[src/hdl/vtge_pkg.sv]
// Package of the vector tile geometry encoder: kind codes, command ids, helpers.
// No dependencies; imported by the top level, its checker and the testbench.
`timescale 1ns / 1ps

package vtge_pkg;

  localparam int unsigned WordW   = 32;
  localparam int unsigned CountW  = 29;
  localparam int unsigned NumSlot = 5;

  typedef logic [WordW-1:0] word_t;
  typedef logic [CountW-1:0] count_t;

  typedef enum logic [1:0] {
    KindPoint  = 2'd0,
    KindLine   = 2'd1,
    KindRing   = 2'd2,
    KindUnused = 2'd3
  } kind_e;

  typedef enum logic [2:0] {
    CmdMoveTo = 3'd1,
    CmdLineTo = 3'd2,
    CmdClose  = 3'd7
  } cmd_e;

  // Command header: id in the low three bits, count above it.
  function automatic word_t header_word(cmd_e id, count_t count);
    return {count, id};
  endfunction

  // Zigzag: shift left, flip all bits when the delta is negative.
  function automatic word_t zigzag(word_t d);
    return {d[WordW-2:0], 1'b0} ^ {WordW{d[WordW-1]}};
  endfunction

endpackage

[src/hdl/vector_tile_geometry_encoder_unit.sv]
// Top level of the vector tile geometry encoder: vertex in, geometry words out.
// Depends on vtge_pkg.
`timescale 1ns / 1ps
//
// Usage
//   Input channel (in_valid_i / in_ready_o): one vertex per transfer, with its
//   geometry kind, feature and path marks, path vertex count and coordinates.
//   Output channel (out_valid_o / out_ready_i): one 32-bit geometry word per
//   transfer; last_word_o marks the final word caused by a vertex.
//   A vertex gives 2 to 5 words: MoveTo header on a path start, zigzag dx and
//   dy, LineTo header on a line or ring start, ClosePath on a ring end.
//   Kind 3 is taken and dropped: no words, cursor untouched.
// Data flow
//   The first word of a vertex passes through the word buffer, then the output
//   register. Words leave at one per cycle while the receiver is ready, a rate
//   that the single output port sets. The next vertex is taken in the cycle its
//   predecessor's last word moves into the output register, so the port stays
//   busy back to back.
// Reset and stall
//   Reset clears the cursor to the origin and empties both the word buffer and
//   the output register. When the receiver stalls, the output word holds, the
//   buffer holds, and in_ready_o drops once the buffer is full.

module vector_tile_geometry_encoder_unit #(
  parameter int unsigned MAX_PATH_POINTS = 65535
) (
  input  logic                clk_i,
  input  logic                rst_ni,
  input  logic                in_valid_i,
  output logic                in_ready_o,
  input  logic [1:0]          geom_kind_i,
  input  logic                feature_start_i,
  input  logic                path_start_i,
  input  logic                path_end_i,
  input  logic [15:0]         path_points_i,
  input  logic signed [31:0]  x_coord_i,
  input  logic signed [31:0]  y_coord_i,
  output logic                out_valid_o,
  input  logic                out_ready_i,
  output vtge_pkg::word_t     geom_word_o,
  output logic                last_word_o
);
  import vtge_pkg::*;

  localparam count_t MaxPts = count_t'(MAX_PATH_POINTS);

  // Cursor: the previous vertex.
  word_t cursor_x_q, cursor_x_d;
  word_t cursor_y_q, cursor_y_d;

  // Word buffer: all words of one vertex, drained one per cycle while the output register is free.
  word_t      words_q [NumSlot];
  word_t      words_d [NumSlot];
  logic [2:0] n_q, n_d;
  logic [2:0] idx_q;
  logic       buf_valid_q;

  // Output register.
  logic  out_valid_q;
  word_t out_word_q;
  logic  out_last_q;

  kind_e  kind;
  logic   in_xfer;
  logic   pop;
  logic   pop_last;
  count_t pts_sat;
  count_t line_cnt;
  word_t  base_x, base_y;
  word_t  dx_word, dy_word;
  word_t  move_hdr, line_hdr, close_hdr;
  logic   is_line_like;
  logic   do_close;

  assign kind = kind_e'(geom_kind_i);

  // Move a word from the buffer whenever the output register is free or leaving.
  assign pop      = buf_valid_q && (!out_valid_q || out_ready_i);
  assign pop_last = pop && (idx_q == (n_q - 3'd1));

  // Take a vertex when the buffer is empty or hands over its last word now.
  assign in_ready_o = !buf_valid_q || pop_last;
  assign in_xfer    = in_valid_i && in_ready_o;

  // Clamp the count to the configured limit; LineTo carries count minus one.
  always_comb begin
    pts_sat  = (count_t'(path_points_i) > MaxPts) ? MaxPts : count_t'(path_points_i);
    line_cnt = (pts_sat == '0) ? '0 : pts_sat - count_t'(1);
  end

  // A feature start measures this vertex from the origin.
  assign base_x  = feature_start_i ? '0 : cursor_x_q;
  assign base_y  = feature_start_i ? '0 : cursor_y_q;
  assign dx_word = zigzag(word_t'(x_coord_i) - base_x);
  assign dy_word = zigzag(word_t'(y_coord_i) - base_y);

  assign is_line_like = (kind == KindLine) || (kind == KindRing);
  assign do_close     = path_end_i && (kind == KindRing);

  assign move_hdr  = header_word(CmdMoveTo, (kind == KindPoint) ? pts_sat : count_t'(1));
  assign line_hdr  = header_word(CmdLineTo, line_cnt);
  assign close_hdr = header_word(CmdClose, count_t'(1));

  // Lay the words out in stream order and count them.
  always_comb begin
    if (path_start_i) begin
      words_d[0] = move_hdr;
      words_d[1] = dx_word;
      words_d[2] = dy_word;
      words_d[3] = is_line_like ? line_hdr : close_hdr;
      words_d[4] = close_hdr;
    end else begin
      words_d[0] = dx_word;
      words_d[1] = dy_word;
      words_d[2] = close_hdr;
      words_d[3] = close_hdr;
      words_d[4] = close_hdr;
    end
    if (kind == KindUnused) begin
      n_d = '0;
    end else begin
      n_d = 3'd2 + {2'b00, path_start_i} + {2'b00, path_start_i && is_line_like}
          + {2'b00, do_close};
    end
  end

  // Advance the cursor on every vertex that is not dropped.
  always_comb begin
    cursor_x_d = cursor_x_q;
    cursor_y_d = cursor_y_q;
    if (in_xfer && (kind != KindUnused)) begin
      cursor_x_d = word_t'(x_coord_i);
      cursor_y_d = word_t'(y_coord_i);
    end
  end

  always_ff @(posedge clk_i or negedge rst_ni) begin
    if (!rst_ni) begin
      cursor_x_q <= '0;
      cursor_y_q <= '0;
    end else begin
      cursor_x_q <= cursor_x_d;
      cursor_y_q <= cursor_y_d;
    end
  end

  // Buffer control: load on a transfer, step on each pop, empty after the last.
  always_ff @(posedge clk_i or negedge rst_ni) begin
    if (!rst_ni) begin
      buf_valid_q <= 1'b0;
      idx_q       <= '0;
      n_q         <= '0;
    end else begin
      if (in_xfer && (n_d != '0)) begin
        buf_valid_q <= 1'b1;
        idx_q       <= '0;
        n_q         <= n_d;
      end else if (pop_last) begin
        buf_valid_q <= 1'b0;
      end else if (pop) begin
        idx_q <= idx_q + 3'd1;
      end
    end
  end

  // Buffer payload: no reset needed.
  always_ff @(posedge clk_i) begin
    if (in_xfer && (n_d != '0)) begin
      for (int i = 0; i < NumSlot; i++) begin
        words_q[i] <= words_d[i];
      end
    end
  end

  // Output register: hold while stalled, refill from the buffer, drop when taken.
  always_ff @(posedge clk_i or negedge rst_ni) begin
    if (!rst_ni) begin
      out_valid_q <= 1'b0;
    end else if (pop) begin
      out_valid_q <= 1'b1;
    end else if (out_ready_i) begin
      out_valid_q <= 1'b0;
    end
  end

  always_ff @(posedge clk_i) begin
    if (pop) begin
      out_word_q <= words_q[idx_q];
      out_last_q <= pop_last;
    end
  end

  assign out_valid_o = out_valid_q;
  assign geom_word_o = out_word_q;
  assign last_word_o = out_last_q;

endmodule

[config.mk]
export PLATFORM = sky130hd
export DESIGN_NAME = vector_tile_geometry_encoder_unit
export DESIGN_NICKNAME = d
export VERILOG_FILES = /design/src/hdl/vtge_pkg.sv /design/src/hdl/vector_tile_geometry_encoder_unit.sv
export SDC_FILE = /design/constraint.sdc
export NUM_CORES = 1
export LEC_CHECK = 0
export ABC_AREA = 1
export BUFFER_PORTS_ARGS = -buffer_cell sky130_fd_sc_hd__clkbuf_2
export CAP_MARGIN = 10
export CORE_MARGIN = 2
export CORE_UTILIZATION = 56
export CTS_BUF_LIST = sky130_fd_sc_hd__clkbuf_4
export DETAILED_ROUTE_END_ITERATION = 10
export GPL_TIMING_DRIVEN = 0
export PLACE_DENSITY = 0.78
export SETUP_SLACK_MARGIN = 0.1
export SLEW_MARGIN = 20
export SYNTH_ARGS = -nofsm -noshare
export SYNTH_HDL_FRONTEND = slang
export SYNTH_SLANG_ARGS = --single-unit
[constraint.sdc]
create_clock -name clk_i -period 3.4 [get_ports clk_i]
set_input_delay 0.68 -clock clk_i [delete_from_list [all_inputs] [get_ports clk_i]]
set_output_delay 0.68 -clock clk_i [all_outputs]
set_load 0.05 [all_outputs]
==> flow_metrics.py <==
metrics = {
    "setup_path": {
        "r2r_cells": 9,
        "cp-start-kind": "primary input",
        "rrSetupSlack_ns": 0.46,
        "crit_arrival_ns": 3.60,
        "crit_required_ns": 3.85,
        "cp_common_cell": "nand2_1",
        "crit_chain": "clkbuf_2, inv_2, clkbuf_1, nand2_1, ha_1, nand2_1, inv_1, nand2_1, nand2_1, nand2_1, nand3_1, a21oi_4, nand3_2, nand2_8, buf_8, nand2_2, nand3_1, nand2_1",
        "cp_max_fo": 10,
        "cpLargestDelayFamily": "simple AND/OR/NAND/NOR gates",
        "reg2reg_to": "words_q[0][15]",
        "slowest_stage": "clkbuf_1",
        "r2r_start": "n_q[0]",
        "crit_path_max_incr_delay_ns": 0.63,
        "cp-end-kind": "flip-flop",
        "worst-path-buf-inv": 5,
        "criticalPathCategory": "in2reg",
    },
    "route": {
        "firstDrtPassIters": 6,
        "vias_per_cell": 5.072,
        "totalWireLength_um": 45450,
        "drtIter0Drc": 1230,
        "route.detailed.drc": 0,
        "wire_per_inst_um": 15.33,
        "num_vias": 15040,
        "ant_nets": 0,
    },
    "clock_tree": {
        "htreeDepth": 2,
        "cts_inserted_buffers": 57,
        "root_buffer": "clkbuf_4",
        "clock-sinks": 219,
        "clk_latency_ns": 0.76,
        "clock_path_buffers": 3,
        "clk_pin_slew_ns": 0.08,
        "cts_tree": "yes",
    },
    "yosys": {
        "yosys_warnings": 0,
        "synth_top_flop_cell": "edfxtp_1",
        "synthCells": 2354,
        "async_reset_ff_share_pct": 32.88,
        "synth-compound-area-share_pct": 5.350,
        "avgSynthCellArea_sq_um": 6.875,
        "muxShareOfSynthArea_pct": 0.06958,
        "synth-xor-area-share_pct": 1.685,
        "synth-edff-count": 147,
        "ys_seq_elements": 219,
        "yosysSeqAreaShare_pct": 38.41,
        "synth_area_sq_um": 16180,
        "synth_top_family_by_area": "simple AND/OR/NAND/NOR gates",
        "yosys.area_share.simple_pct": 37.42,
        "synth.distinct_cells": 45,
        "synthesis.nets": 2527,
        "synthAdderAreaFrac_pct": 6.634,
    },
    "grt": {
        "overflow": 0,
        "grt_pass1_wl_um": 71970,
        "grt_usage_pct": 30.23,
        "antenna_found_initial": 3,
        "grt_max_degree": 124,
        "grt_pass1_vias": 14070,
    },
    "pwr": {
        "p_per_area_nw_per_um2": 839.5,
        "irDropWorstVdd_v": 0.0003571,
        "finalPower_mw": 15.15,
        "p_leak_nw": 9.826,
    },
    "worst_hold_path": {
        "hold_class": "in2reg",
        "hold_start": "x_coord_i[3]",
        "min_to": "cursor_x_q[3]",
        "hold_depth": 3,
    },
    "sta": {
        "max_slew_margin_pct": 41.94,
        "period_minus_slack_ns": 3.152,
        "final_hold_viol_count": 0,
        "slew_viol_final": 0,
        "rsz0062_at_grt": "no",
        "totalNegativeSetupSlack_ns": 0,
        "fin_crit_sh_pct": 92.71,
        "setup_viol": 0,
        "layout_setup_ws_ns": 0.2480,
        "max_clock_freq_mhz": 317.3,
        "worst_pin_slew_ns": 0.8709,
        "hold_ws_ns": 0.1404,
        "fin_skew_ns": 0.07142,
    },
    "outcome": {
        "status": "completed",
    },
    "final_layout": {
        "final_area_sq_um": 18040,
        "seq_area_sq_um": 6216,
        "multi_input_area_sq_um": 8283,
        "nNetsFinal": 2712,
        "drive_gt1_share_pct": 12.91,
        "n_fill_cell": 2764,
        "syn_to_final_growth_pct": 11.49,
    },
    "place": {
        "post-place-ws_ns": -0.4918,
        "placed_area_sq_um": 17320,
        "hpwl_um": 36320,
        "io_buffers": 123,
        "gp_congestion": 0.9497,
    },
    "floorplanning": {
        "die_area_sq_um": 30270,
        "start_util_pct": 56.69,
        "die_h_um": 174.0,
        "rows": 62,
        "die_x_um": 174.0,
        "io_pins": 124,
        "core_sq_um": 28550,
    },
    "flow_run": {
        "max-cap-violations": 0,
    },
}
## area by class of cell
type	instances	share of cell area, %
multi-input cells	1719	45.91
clock inverters	18	0.4369
repair inverters	1	0.02774
inverters	346	7.219
flip-flops and latches	219	34.45
repair buffers	125	3.634
diodes	2	0.02774
well taps	384	2.663
clock buffers	82	3.412
plain buffers	70	2.219
## cell usage after synthesis, types with 27 or more instances
| cell type | n | area share (%) |
|---|---|---|
| ha_1 | 81 | 6.3 |
| a21oi_1 | 88 | 2.7 |
| nand2_1 | 992 | 23 |
| o21ai_0 | 44 | 1.4 |
| dfrtp_1 | 72 | 11 |
| nand3_1 | 122 | 3.8 |
| clkbuf_1 | 31 | 0.72 |
| nand2_2 | 27 | 1.0 |
| nor2_1 | 201 | 4.7 |
| edfxtp_1 | 147 | 27 |
| inv_1 | 335 | 7.8 |
## state kept, by name, indices dropped and copies added (netlist names)
register,flops
buf_valid_q,1
last_word_o,1
geom_word_o,32
idx_q,3
cursor_y_q,32
n_q,3
cursor_x_q,32
words_q,114
out_valid_o,1
## repair_timing
| item | CTS | global route |
|---|---|---|
| setup buffers | 0 | 0 |
| hold buffers | 1 | 0 |
| endpoints found under the setup margin | 1 | 141 |
| gates cloned | 1 | 0 |
| endpoints found under the hold margin | 25 | 0 |
| gates resized for setup | 0 | 10 |
## power by group
part	leakage [nW]	total [mW]	switching (mW)	internal (mW)
Combinational	7.14	8.40	5.92	2.49
Clock	0.410	2.24	1.14	1.10
Sequential	2.28	4.50	0.347	4.16
## worst register-to-register path, delay by kind of cell, from the launching register on
kind,cells,cell delay (ns)
buffers and inverters,3,1.15
flip-flops,1,0.37
XOR/XNOR,2,0.37
AND/OR/NAND/NOR,3,0.37
adder cells (fa/ha/maj),1,0.20
## logic make-up after synthesis
| family | count (synthesis) |
|---|---|
| AND/OR/NAND/NOR | 1446 |
| other | 1 |
| flip-flops | 219 |
| multiplexers | 1 |
| adder cells (fa/ha/maj) | 84 |
| buffers and inverters | 416 |
| AO/OA/AOI/OAI | 158 |
| XOR/XNOR | 29 |
## stage by stage
stage / instances / utilization, %
floorplan: 2354 / -
global placement: 2861 / 60.56
detailed placement: 2862 / 60.67
CTS: 2964 / 63.15
global route: 2965 / 63.19
finish: 2966 / 63.20
## routing by layer
layer	GRT usage, %	vias up	wire length [um]
met2	47.28	511	20060
li1	-	7716	-
met5	0	-	13
met4	14.01	2	1868
met1	39.89	6707	19730
met3	7.152	107	3782
## placed cells by master (no fill, tap or decap), types with 3 or more instances in the layout
cell type   instances
xor2_1             12
nand2_2            27
nor2_1            201
fa_1                3
buf_2              18
clkinv_1           15
xnor2_1            16
o21ai_0            44
clkinv_2            3
dfrtp_1            72
nand4_1            15
nor3_1             11
nand3b_1           15
ha_1               81
nand3_2             7
edfxtp_1          147
clkbuf_1           27
clkbuf_2          126
nand2_1           992
buf_1               8
and2_1             13
a21oi_1            88
buf_6               9
clkinvlp_4          3
inv_2               9
nand3_1           122
nand2_4            19
a211oi_1           13
or2_2              13
clkbuf_4           83
inv_1             334
o21bai_1            5
nor2_2              4
## worst max path at each step
stage	slack, ns	from	endpoint	cells past startpoint
floorplan	0.25	out_ready_i	words_q[0][0]	9
global placement	-0.49	feature_start_i	words_q[1][10]	18
detailed placement	-0.49	feature_start_i	words_q[1][10]	18
CTS	0.26	feature_start_i	words_q[1][27]	18
global route	0.11	feature_start_i	words_q[0][6]	19
finish	0.25	feature_start_i	words_q[1][10]	18
(Power assumes the default switching activity.)
